## src/hdl/xudr_pkg.sv

```systemverilog
// Package for the xorshift dice roller: word types, status codes and the
// generator step function. No dependencies; every other file uses it.
package xudr_pkg;

	localparam int GEN_W = 64;
	localparam int SUM_W = 14;

	// Largest die count that a roll accepts.
	localparam logic [6:0] MAX_DICE = 7'd64;

	// Generator word loaded in place of a zero seed, and its reset value.
	localparam logic [GEN_W-1:0] GEN_DEFAULT = 64'h0000_0000_0000_ACE1;

	localparam logic CMD_ROLL   = 1'b0;
	localparam logic CMD_RESEED = 1'b1;

	// Result status codes. The front end also uses them to classify a job.
	localparam logic [1:0] ST_OK     = 2'd0;
	localparam logic [1:0] ST_SIDES  = 2'd1;
	localparam logic [1:0] ST_DICE   = 2'd2;
	localparam logic [1:0] ST_RESEED = 2'd3;

	typedef struct packed {
		logic       command;
		logic [6:0] dice_count;
		logic [7:0] sides;
	} cmd_t;

	typedef struct packed {
		logic [1:0]       status;
		logic [7:0]       roll_value;
		logic [SUM_W-1:0] running_sum;
		logic             last;
	} res_t;

	// A classified command as it waits in the queue.
	typedef struct packed {
		logic [1:0] kind;
		logic [6:0] dice_count;
		logic [7:0] sides;
	} job_t;

	typedef struct packed {
		logic             start;
		logic [GEN_W-1:0] dividend;
		logic [7:0]       divisor;
	} rem_req_t;

	typedef struct packed {
		logic       done;
		logic [7:0] rem;
	} rem_rsp_t;

	// One xorshift step with shifts 13, 7 and 17.
	function automatic logic [GEN_W-1:0] gen_step(input logic [GEN_W-1:0] x);
		logic [GEN_W-1:0] a;
		logic [GEN_W-1:0] b;
		a = x ^ (x << 13);
		b = a ^ (a >> 7);
		return b ^ (b << 17);
	endfunction

endpackage

```

## src/hdl/xudr_front.sv

```systemverilog
// Front end of the dice roller: accepts command words, classifies them and
// holds them in a two-entry queue. Depends on xudr_pkg.
module xudr_front (
	input  logic             clk,
	input  logic             arst_n,
	input  logic             in_valid,
	output logic             in_stall,
	input  xudr_pkg::cmd_t   in_word,
	output logic             job_valid,
	output xudr_pkg::job_t   job,
	input  logic             job_take
);

	xudr_pkg::job_t q_mem_q [2];
	logic           wr_ptr_q;
	logic           rd_ptr_q;
	logic [1:0]     cnt_q;
	xudr_pkg::job_t new_job;
	logic           push;

	// Sides is checked before the dice count.
	always_comb begin
		new_job.dice_count = in_word.dice_count;
		new_job.sides      = in_word.sides;
		if (in_word.command == xudr_pkg::CMD_RESEED) begin
			new_job.kind = xudr_pkg::ST_RESEED;
		end else if (in_word.sides == 8'd0) begin
			new_job.kind = xudr_pkg::ST_SIDES;
		end else if (!(in_word.dice_count inside {[7'd1:xudr_pkg::MAX_DICE]})) begin
			new_job.kind = xudr_pkg::ST_DICE;
		end else begin
			new_job.kind = xudr_pkg::ST_OK;
		end
	end

	assign in_stall  = (cnt_q == 2'd2);
	assign push      = in_valid && !in_stall;
	assign job_valid = (cnt_q != 2'd0);
	assign job       = q_mem_q[rd_ptr_q];

	always_ff @(posedge clk) begin
		if (push) begin
			q_mem_q[wr_ptr_q] <= new_job;
		end
	end

	always_ff @(posedge clk or negedge arst_n) begin
		if (!arst_n) begin
			wr_ptr_q <= 1'b0;
			rd_ptr_q <= 1'b0;
			cnt_q    <= 2'd0;
		end else begin
			if (push) begin
				wr_ptr_q <= !wr_ptr_q;
			end
			if (job_take) begin
				rd_ptr_q <= !rd_ptr_q;
			end
			case ({push, job_take})
				2'b10:   cnt_q <= cnt_q + 2'd1;
				2'b01:   cnt_q <= cnt_q - 2'd1;
				default: cnt_q <= cnt_q;
			endcase
		end
	end

endmodule

```

## src/hdl/xudr_rem.sv

```systemverilog
// Serial remainder unit: 64-bit dividend by an 8-bit divisor, one dividend
// bit per cycle, restoring. Depends on xudr_pkg.
module xudr_rem (
	input  logic               clk,
	input  logic               arst_n,
	input  xudr_pkg::rem_req_t req,
	output xudr_pkg::rem_rsp_t rsp
);

	logic [xudr_pkg::GEN_W-1:0] shreg_q;
	logic [7:0]                 acc_q;
	logic [7:0]                 div_q;
	logic [6:0]                 cnt_q;
	logic                       done_q;
	logic [8:0]                 trial;

	assign trial = {acc_q, shreg_q[xudr_pkg::GEN_W-1]};

	always_ff @(posedge clk) begin
		if (req.start) begin
			shreg_q <= req.dividend;
			acc_q   <= 8'd0;
			div_q   <= req.divisor;
		end else if (cnt_q != 7'd0) begin
			shreg_q <= shreg_q << 1;
			if (trial >= {1'b0, div_q}) begin
				acc_q <= 8'(trial - {1'b0, div_q});
			end else begin
				acc_q <= trial[7:0];
			end
		end
	end

	always_ff @(posedge clk or negedge arst_n) begin
		if (!arst_n) begin
			cnt_q  <= 7'd0;
			done_q <= 1'b0;
		end else begin
			done_q <= (cnt_q == 7'd1) && !req.start;
			if (req.start) begin
				cnt_q <= 7'(xudr_pkg::GEN_W);
			end else if (cnt_q != 7'd0) begin
				cnt_q <= cnt_q - 7'd1;
			end
		end
	end

	assign rsp.done = done_q;
	assign rsp.rem  = acc_q;

endmodule

```

## src/hdl/xudr_back.sv

```systemverilog
// Back end of the dice roller: sequencer, seed register, xorshift generator
// and output register. Depends on xudr_pkg and drives an xudr_rem unit.
module xudr_back (
	input  logic                       clk,
	input  logic                       arst_n,
	input  logic                       job_valid,
	input  xudr_pkg::job_t             job,
	output logic                       job_take,
	input  logic                       seed_we,
	input  logic [xudr_pkg::GEN_W-1:0] seed_data,
	output xudr_pkg::rem_req_t         rem_req,
	input  xudr_pkg::rem_rsp_t         rem_rsp,
	output logic                       out_valid,
	input  logic                       out_stall,
	output xudr_pkg::res_t             out_word
);

	localparam logic [2:0] S_IDLE  = 3'd0;
	localparam logic [2:0] S_LIM   = 3'd1;
	localparam logic [2:0] S_STEP  = 3'd2;
	localparam logic [2:0] S_CHECK = 3'd3;
	localparam logic [2:0] S_DIV   = 3'd4;
	localparam logic [2:0] S_OUT   = 3'd5;

	logic [2:0]                 state_q;
	logic [xudr_pkg::GEN_W-1:0] seed_q;
	logic [xudr_pkg::GEN_W-1:0] gen_q;
	logic [7:0]                 rm_q;
	logic [7:0]                 sides_q;
	logic [6:0]                 dice_q;
	logic [6:0]                 done_cnt_q;
	logic [xudr_pkg::SUM_W-1:0] sum_q;
	xudr_pkg::res_t             res_q;
	logic                       out_valid_q;
	xudr_pkg::res_t             out_q;
	logic                       out_free;
	logic                       reject;
	logic [7:0]                 value;
	logic [xudr_pkg::SUM_W-1:0] sum_next;

	assign out_free = !out_valid_q || !out_stall;
	assign job_take = (state_q == S_IDLE) && job_valid;

	// A word at or above the limit lies in the top (2^64-1 mod sides)+1 codes.
	assign reject   = (~gen_q[xudr_pkg::GEN_W-1:8] == '0) && (~gen_q[7:0] <= rm_q);
	assign value    = rem_rsp.rem + 8'd1;
	assign sum_next = sum_q + xudr_pkg::SUM_W'(value);

	always_comb begin
		rem_req.start    = 1'b0;
		rem_req.dividend = gen_q;
		rem_req.divisor  = sides_q;
		if (job_take && job.kind == xudr_pkg::ST_OK) begin
			rem_req.start    = 1'b1;
			rem_req.dividend = '1;
			rem_req.divisor  = job.sides;
		end else if (state_q == S_CHECK && !reject) begin
			rem_req.start = 1'b1;
		end
	end

	always_ff @(posedge clk) begin
		case (state_q)
			S_IDLE: begin
				sides_q    <= job.sides;
				dice_q     <= job.dice_count;
				sum_q      <= '0;
				done_cnt_q <= 7'd0;
				res_q.status      <= job.kind;
				res_q.roll_value  <= 8'd0;
				res_q.running_sum <= '0;
				res_q.last        <= 1'b1;
			end
			S_LIM: begin
				if (rem_rsp.done) begin
					rm_q <= rem_rsp.rem;
				end
			end
			S_DIV: begin
				if (rem_rsp.done) begin
					sum_q      <= sum_next;
					done_cnt_q <= done_cnt_q + 7'd1;
					res_q.status      <= xudr_pkg::ST_OK;
					res_q.roll_value  <= value;
					res_q.running_sum <= sum_next;
					res_q.last        <= (done_cnt_q + 7'd1 == dice_q);
				end
			end
			default: begin
			end
		endcase
		if (out_free && state_q == S_OUT) begin
			out_q <= res_q;
		end
	end

	always_ff @(posedge clk or negedge arst_n) begin
		if (!arst_n) begin
			state_q     <= S_IDLE;
			seed_q      <= xudr_pkg::GEN_DEFAULT;
			gen_q       <= xudr_pkg::GEN_DEFAULT;
			out_valid_q <= 1'b0;
		end else begin
			if (seed_we) begin
				seed_q <= seed_data;
			end
			if (out_free) begin
				out_valid_q <= (state_q == S_OUT);
			end
			case (state_q)
				S_IDLE: begin
					if (job_take) begin
						if (job.kind == xudr_pkg::ST_OK) begin
							state_q <= S_LIM;
						end else begin
							if (job.kind == xudr_pkg::ST_RESEED) begin
								gen_q <= (seed_q == '0) ? xudr_pkg::GEN_DEFAULT : seed_q;
							end
							state_q <= S_OUT;
						end
					end
				end
				S_LIM: begin
					if (rem_rsp.done) begin
						state_q <= S_STEP;
					end
				end
				S_STEP: begin
					gen_q   <= xudr_pkg::gen_step(gen_q);
					state_q <= S_CHECK;
				end
				S_CHECK: begin
					state_q <= reject ? S_STEP : S_DIV;
				end
				S_DIV: begin
					if (rem_rsp.done) begin
						state_q <= S_OUT;
					end
				end
				S_OUT: begin
					if (out_free) begin
						state_q <= res_q.last ? S_IDLE : S_STEP;
					end
				end
				default: state_q <= S_IDLE;
			endcase
		end
	end

	assign out_valid = out_valid_q;
	assign out_word  = out_q;

endmodule

```

## src/hdl/xorshift_unbiased_dice_roller.sv

```systemverilog
// Top level of the xorshift dice roller: front end, queue, sequencer and
// serial remainder unit. Depends on xudr_pkg, xudr_front, xudr_rem, xudr_back.
//
//   Channel | Signals                        | Word
//   --------+--------------------------------+---------------------------------
//   input   | in_valid, in_stall, in_word    | command, dice_count, sides
//   output  | out_valid, out_stall, out_word | status, roll_value, running_sum,
//           |                                | last
//   config  | seed_we, seed_data             | 64-bit seed
//
// A reseed or an error word goes from the queue straight to the output state.
// A roll has the remainder unit find the rejection limit, then per die steps the
// generator, checks the word against the limit (stepping again on a rejection)
// and has the unit reduce it to a die value at one dividend bit per cycle.
// Reset clears queue, sequencer and output register and loads seed and generator
// with 0xACE1. The queue takes words while results wait, so input stalls when full.
module xorshift_unbiased_dice_roller (
	input  logic                       clk,
	input  logic                       arst_n,
	input  logic                       in_valid,
	output logic                       in_stall,
	input  xudr_pkg::cmd_t             in_word,
	output logic                       out_valid,
	input  logic                       out_stall,
	output xudr_pkg::res_t             out_word,
	input  logic                       seed_we,
	input  logic [xudr_pkg::GEN_W-1:0] seed_data
);

	logic               job_valid;
	logic               job_take;
	xudr_pkg::job_t     job;
	xudr_pkg::rem_req_t rem_req;
	xudr_pkg::rem_rsp_t rem_rsp;

	// Classifies each accepted word and queues it for the sequencer.
	xudr_front u_front (
		.clk       (clk),
		.arst_n    (arst_n),
		.in_valid  (in_valid),
		.in_stall  (in_stall),
		.in_word   (in_word),
		.job_valid (job_valid),
		.job       (job),
		.job_take  (job_take)
	);

	// Shared remainder unit: first the limit remainder, then each die value.
	xudr_rem u_rem (
		.clk    (clk),
		.arst_n (arst_n),
		.req    (rem_req),
		.rsp    (rem_rsp)
	);

	// Steps the generator, rejects biased words and emits one word per die, reseed or bad command.
	xudr_back u_back (
		.clk       (clk),
		.arst_n    (arst_n),
		.job_valid (job_valid),
		.job       (job),
		.job_take  (job_take),
		.seed_we   (seed_we),
		.seed_data (seed_data),
		.rem_req   (rem_req),
		.rem_rsp   (rem_rsp),
		.out_valid (out_valid),
		.out_stall (out_stall),
		.out_word  (out_word)
	);

endmodule

```

## config.mk

```make
export PLATFORM = sky130hd
export DESIGN_NAME = xorshift_unbiased_dice_roller
export DESIGN_NICKNAME = d
export VERILOG_FILES = /design/src/hdl/xudr_pkg.sv /design/src/hdl/xudr_front.sv /design/src/hdl/xudr_rem.sv /design/src/hdl/xudr_back.sv /design/src/hdl/xorshift_unbiased_dice_roller.sv
export SDC_FILE = /design/constraint.sdc
export NUM_CORES = 1
export LEC_CHECK = 0
export ABC_AREA = 1
export ABC_CLOCK_PERIOD_IN_PS = 5200
export BUFFER_PORTS_ARGS = -buffer_cell sky130_fd_sc_hd__buf_2
export CORE_MARGIN = 4
export CORE_UTILIZATION = 61
export DETAILED_ROUTE_END_ITERATION = 10
export GPL_TIMING_DRIVEN = 1
export PLACE_DENSITY = 0.8
export REMOVE_ABC_BUFFERS = 1
export SLEW_MARGIN = 20
export SYNTH_ARGS = -nofsm -noshare
export SYNTH_HDL_FRONTEND = slang
export SYNTH_HIERARCHICAL = 1
export SYNTH_SLANG_ARGS = --single-unit
```

## constraint.sdc

```tcl
create_clock -name clk -period 5.2 [get_ports clk]
set_clock_uncertainty 0.05 [all_clocks]
set_input_delay 0.26 -clock clk [delete_from_list [all_inputs] [get_ports clk]]
set_output_delay 0.26 -clock clk [all_outputs]
set_load 0.01 [all_outputs]
```

* Word-level counts from Yosys, hierarchy flattened
Memory sizes are Yosys's and may differ from the RTL's.
Cells that the tools add are included.
** Word-level totals
- Latch bits :: 0
- Register bits after elaboration :: 318
- Memories kept :: 1
- Output and inout bits :: 27
- Bits in writable memories :: 34
- Word-level logic and storage cells :: 123
- Memory bits (read-only) :: 0
** Operators by class
- Magnitude comparators :: 4
- Muxes and demuxes :: 33
- Reduce and logical (&&, ||, !) cells :: 31
- Shift operators :: 0
- Div/mod/pow operators :: 0
- $add $sub $neg :: 7
- Equality and inequality tests :: 17
- Bitwise gates (word level) :: 5
- Multipliers :: 0
** Memories
- u_front.q_mem_q :: depth 2, width 17, read ports 1, clocked after memory_dff 0, write ports 1, RTL line xudr_front.sv:14 : xudr_pkg::job_t q_mem_q [2];
** Operators with widths (count)
- 64-bit two-way mux :: 6
- 64-bit case mux with 2 select lines :: 1
- 64-bit XOR :: 2
- 72-bit two-way mux :: 1
- 64-bit zero test :: 1
- 64-bit by 57-bit XOR with 64-bit output :: 1
- 56-bit zero test :: 1
- 56-bit NOT :: 1
- 25-bit case mux with 2 select lines :: 1
- 14-bit case mux with 2 select lines :: 1
- 25-bit two-way mux :: 1
- 7-bit two-way mux :: 3
- 3-bit two-way mux :: 6
- 3-bit case mux with 6 select lines :: 1
- 14-bit by 8-bit adder with 14-bit output :: 1
- 14-bit two-way mux :: 1
- 7-bit case mux with 2 select lines :: 1
- 2-bit nonzero test :: 5
- 9-bit by 8-bit >= comparator with 1-bit output :: 1
- 8-bit by 1-bit adder with 8-bit output (second input constant) :: 1
- 8-bit <= comparator :: 1
- 1-bit logical AND :: 8
- 8-bit zero test :: 1
- 2-bit two-way mux :: 4
- 27 further kinds :: 46

* Logic depth before layout (Yosys ltp)
- Depth after elaboration :: 9
- Depth in mapped cells :: 18
- Gate-level depth less buffers :: 15

* Hierarchy
The synthesis kept the hierarchy.
** Modules (own cells, without submodules)
- xudr_back :: cells each 1469, instances 1, area each 11927.7 um2, sequential area each 5725.5 um2
- xudr_rem :: cells each 462, instances 1, area each 4270.3 um2, sequential area each 2522.4 um2
- xudr_front :: cells each 106, instances 1, area each 1605.3 um2, sequential area each 1121.1 um2

* Worst setup path before layout
Ideal clock, no wire load.
- Path type :: register to register
- From :: reg u_back/gen_q[7] (netlist name)
- To :: reg u_rem/shreg_q[0] (netlist name), enable pin
- Arrival time :: 3192 ps
- Clock period less this slack :: 3661 ps
- Setup slack :: 1539 ps
- Library setup time :: 419 ps
- Cell stages (with the launch flop) :: 15
- Path through :: dfstp_2 -> clkbuf_2 -> inv_1 -> ha_1 -> nand2_1 -> nor2_1 -> nand2_1 -> nand2_1 -> nand2_1 -> nand2_1 -> nand2_1 -> nand2_1 -> buf_4 -> nor2_4 -> inv_1
** RTL lines
- start: declaration :: RTL line xudr_back.sv:27 : logic [xudr_pkg::GEN_W-1:0] gen_q;
- start signal: assignment :: RTL line xudr_back.sv:101 : gen_q <= xudr_pkg::GEN_DEFAULT;
- start signal: assignment :: RTL line xudr_back.sv:117 : gen_q <= (seed_q == '0) ? xudr_pkg::GEN_DEFAULT : seed_q;
- start signal: assignment :: RTL line xudr_back.sv:129 : gen_q <= xudr_pkg::gen_step(gen_q);
- end signal: assignment :: RTL line xudr_rem.sv:21 : shreg_q <= req.dividend;
- end signal: assignment :: RTL line xudr_rem.sv:25 : shreg_q <= shreg_q << 1;
- end: declaration :: RTL line xudr_rem.sv:10 : logic [xudr_pkg::GEN_W-1:0] shreg_q;

==> results_dict.tcl <==
set metrics [dict create \
    status "complete, no violations" \
    critPathLaunchType "register" \
    diodes 0 \
    clock.fmax_mhz 310.5 \
    synth_compound_area_share_pct 7.267 \
    cts_resized 0 \
    grt_max_degree 129 \
    synth-xor-area-share_pct 6.543 \
    worstSetupEndpointType "register" \
    path_max_fanout 49 \
    synth.area.mux_share_pct 1.771 \
    die_x_microns 178.8 \
    grt_setup_unrepaired "no" \
    num_rows 62 \
    synth_cell_types 50 \
    grt_pass1_wl_microns 70660 \
    num_vias 14200 \
    slew_violations 0 \
    layout_min_cycle_time_ns 3.220 \
    synthCells 2037 \
    cts-root-buf "clkbuf_16" \
    worst-setup-path-type "register to register" \
    place.detailed.hpwl_microns 28770 \
    max-slew-margin-rel_pct 31.54 \
    async_flop_share_pct 42.60 \
    layout.nets 2319 \
    avgViaCountPerCell 5.433 \
    final_layout_size_suffix_gt1_share_pct 11.71 \
    fin_tns_setup_ns 0 \
    synth_area_sq_mm 0.01780 \
    io_buffer_count 111 \
    gp_congestion 0.9420 \
    ys_seq_area_share_pct 52.62 \
    grt_pass1_vias 13880 \
    start_util_pct 61.86 \
    coreArea_sq_mm 0.02878 \
    drt_iter0_markers 1557 \
    yosysTopAreaCell "edfxtp_1" \
    maxCapViolCount 0 \
    synth-simple-area-share_pct 21.06 \
    synth_top_family_by_area "simple AND/OR/NAND/NOR gates" \
    tightestPinTransition_ns 1.027 \
    powerDensity_mw_per_mm2 705.1 \
    final_util_pct 71.04 \
    cp_data_required_time_ns 5.63 \
    routed_wl_microns 43960 \
    place_inst 2466 \
    numCtsBuffers 35 \
    grt_usage_pct 27.68 \
    grt_overflow 0 \
    yosys_warnings 6 \
    synthFlopType "edfxtp_1" \
    post-route-period-util_pct 61.93 \
    synth_most_common_cell "nand2_1" \
    whs_ns 0.3413 \
    antenna_found_initial 0 \
    insertion_delay_ns 0.53 \
    cts.path.max_buffers 3 \
    ys_ff_latch 338 \
    synth_edf_count 186 \
    syn_area_per_cell_sq_um 8.740 \
    hp-class "input pin to register" \
    p_leak_nw 9.608 \
    setup_ws_ns 1.980 \
    num-fill-cells 2101 \
    dr.pass1.iters 6 \
    clock_sinks 338 \
    synth_top_area_share_pct 31.37 \
    dieHeight_microns 178.8 \
    wl_per_cell_microns 16.82 \
    die_area_sq_mm 0.03198 \
    setup_violations 0 \
    hold_viol 0 \
    synthAdderAreaFrac_pct 2.333 \
    cts_tree "built" \
    htree_levels 2 \
    pin_count 112 \
    ant_nets 0 \
    drc 0 \
    ir_drop_v 0.0003863 \
    synth_commonest_cells "nand2_1 (605), inv_1 (275), edfxtp_1 (186), nor2_1 (148), dfrtp_1 (128)" \
    crit_arrival_ns 3.65 \
    cts.clk_slew.worst_paths_ns 0.06 \
    dp_slack_ns 2.086 \
    area_growth_pct 14.84 \
    final_cells 2613 \
    synth_area_leaders "edfxtp_1 (31%), dfrtp_1 (18%), nand2_1 (13%)" \
]
state kept, by name, summed over array words and instances (netlist names):
signal	cells
u_back/state_q	3
u_front/q_mem_q	34
u_back/dice_q	7
u_front/rd_ptr_q	1
u_back/gen_q	64
u_back/out_word	25
u_back/sum_q	14
u_back/seed_q	64
u_rem/acc_q	8
u_rem/done_q	1
u_back/res_q	11
u_back/sides_q	8
u_rem/shreg_q	64
u_back/rm_q	8
u_front/cnt_q	2
u_rem/div_q	8
u_back/done_cnt_q	7
u_back/out_valid	1
u_front/wr_ptr_q	1
u_rem/cnt_q	7
what timing repair did:
| item | CTS | global route |
|---|---|---|
| hold endpoints to repair | 182 | 0 |
| setup buffers | 0 | 0 |
| hold buffers | 83 | 0 |
routing by layer:
layer	up-vias	routed length [microns]	global-route usage [%]
li1	6809	-	-
met1	6677	18450	38.92
met2	624	20290	44.09
met3	86	4207	6.348
met4	0	1009	6.812
met5	-	0	0
metrics by stage:
| stage | total power [mW] | area (sq um) |
|---|---|---|
| finish | 14.41 | 20440 |
| global route | 15.48 | 20440 |
| CTS | 14.29 | 20440 |
| detailed placement | 11.73 | 18500 |
| global placement | 11.49 | 18500 |
| floorplan | 9.949 | 17370 |
final timing paths:
| kind | slack [ns] | startpoint | cells after the start | to |
|---|---|---|---|---|
| min in group asynchronous | 0.36 | arst_n | 2 | u_back/seed_q[51] |
| setup / recovery | 1.98 | u_front/rd_ptr_q | 9 | u_back/gen_q[15] |
| hold / removal | 0.34 | seed_we | 3 | u_back/seed_q[46] |
| setup reg to reg | 1.98 | u_front/rd_ptr_q | 9 | u_back/gen_q[15] |
| max in group asynchronous | 3.51 | arst_n | 3 | u_rem/cnt_q[4] |
| hold reg to reg | 0.37 | u_back/res_q[15] | 0 | u_back/out_word[15] |
kinds of logic after synthesis:
kind of cell    Yosys count
flops                   338
mux                      25
buf+inv                 359
simple gates            904
xor+xnor                133
fa+ha+maj                32
compound gates          246
cells in the final DEF (no fill, tap or decap), types with 3 or more instances in the layout:
cell             n
dlygate4sd3_1   83
nor3_1           8
mux2_4           9
dfxtp_1          8
buf_4           12
xor2_1          29
ha_1            30
inv_1          274
o21ai_1          4
clkbuf_1         9
clkbuf_8         4
edfxtp_1       186
a22oi_1          7
o21ai_0         94
dfstp_2         16
a21oi_2          6
a21oi_1        123
nand3_1         79
clkinv_2         8
nand4_1         22
nand2_2         11
nand2_1        604
nand3b_1        10
xnor2_1        104
nand3_2          5
nor2_4           5
dfrtp_1        128
or2_2            3
clkbuf_16       35
nor2_1         148
o21ai_2          3
buf_2          109
mux2_2          16
inv_2            8
worst max-delay path, stage by stage, from the launching register on:
cell and delay [ns]:
dfrtp_1 0.94, mux2_2 0.32, inv_1 0.08, o21ai_2 0.15, nand2_2 0.35, inv_2 0.82
o21ai_0 0.20, inv_1 0.09, nand2_1 0.05, nand2_1 0.06
final cells by class:
| class | instances | area, sq um | area share (%) |
|---|---|---|---|
| inverters | 282 | 1059 | 5.178 |
| repair buffers | 205 | 1478 | 7.228 |
| clock inverters | 16 | 146.4 | 0.7160 |
| clock buffers | 48 | 964.7 | 4.718 |
| multi-input cells | 1340 | 6948 | 33.98 |
| flip-flops and latches | 338 | 9369 | 45.83 |
| well taps | 384 | 480.5 | 2.350 |
where the power goes:
part / total (mW) / switching, mW / leakage (nW) / internal [mW]
Combinational: 6.95 / 4.40 / 5.46 / 2.55
Sequential: 5.04 / 0.977 / 3.60 / 4.06
Clock: 2.43 / 1.06 / 0.547 / 1.37
Total: 14.4 / 6.43 / 9.61 / 7.98
No activity file was read; power rests on OpenSTA's default activity.
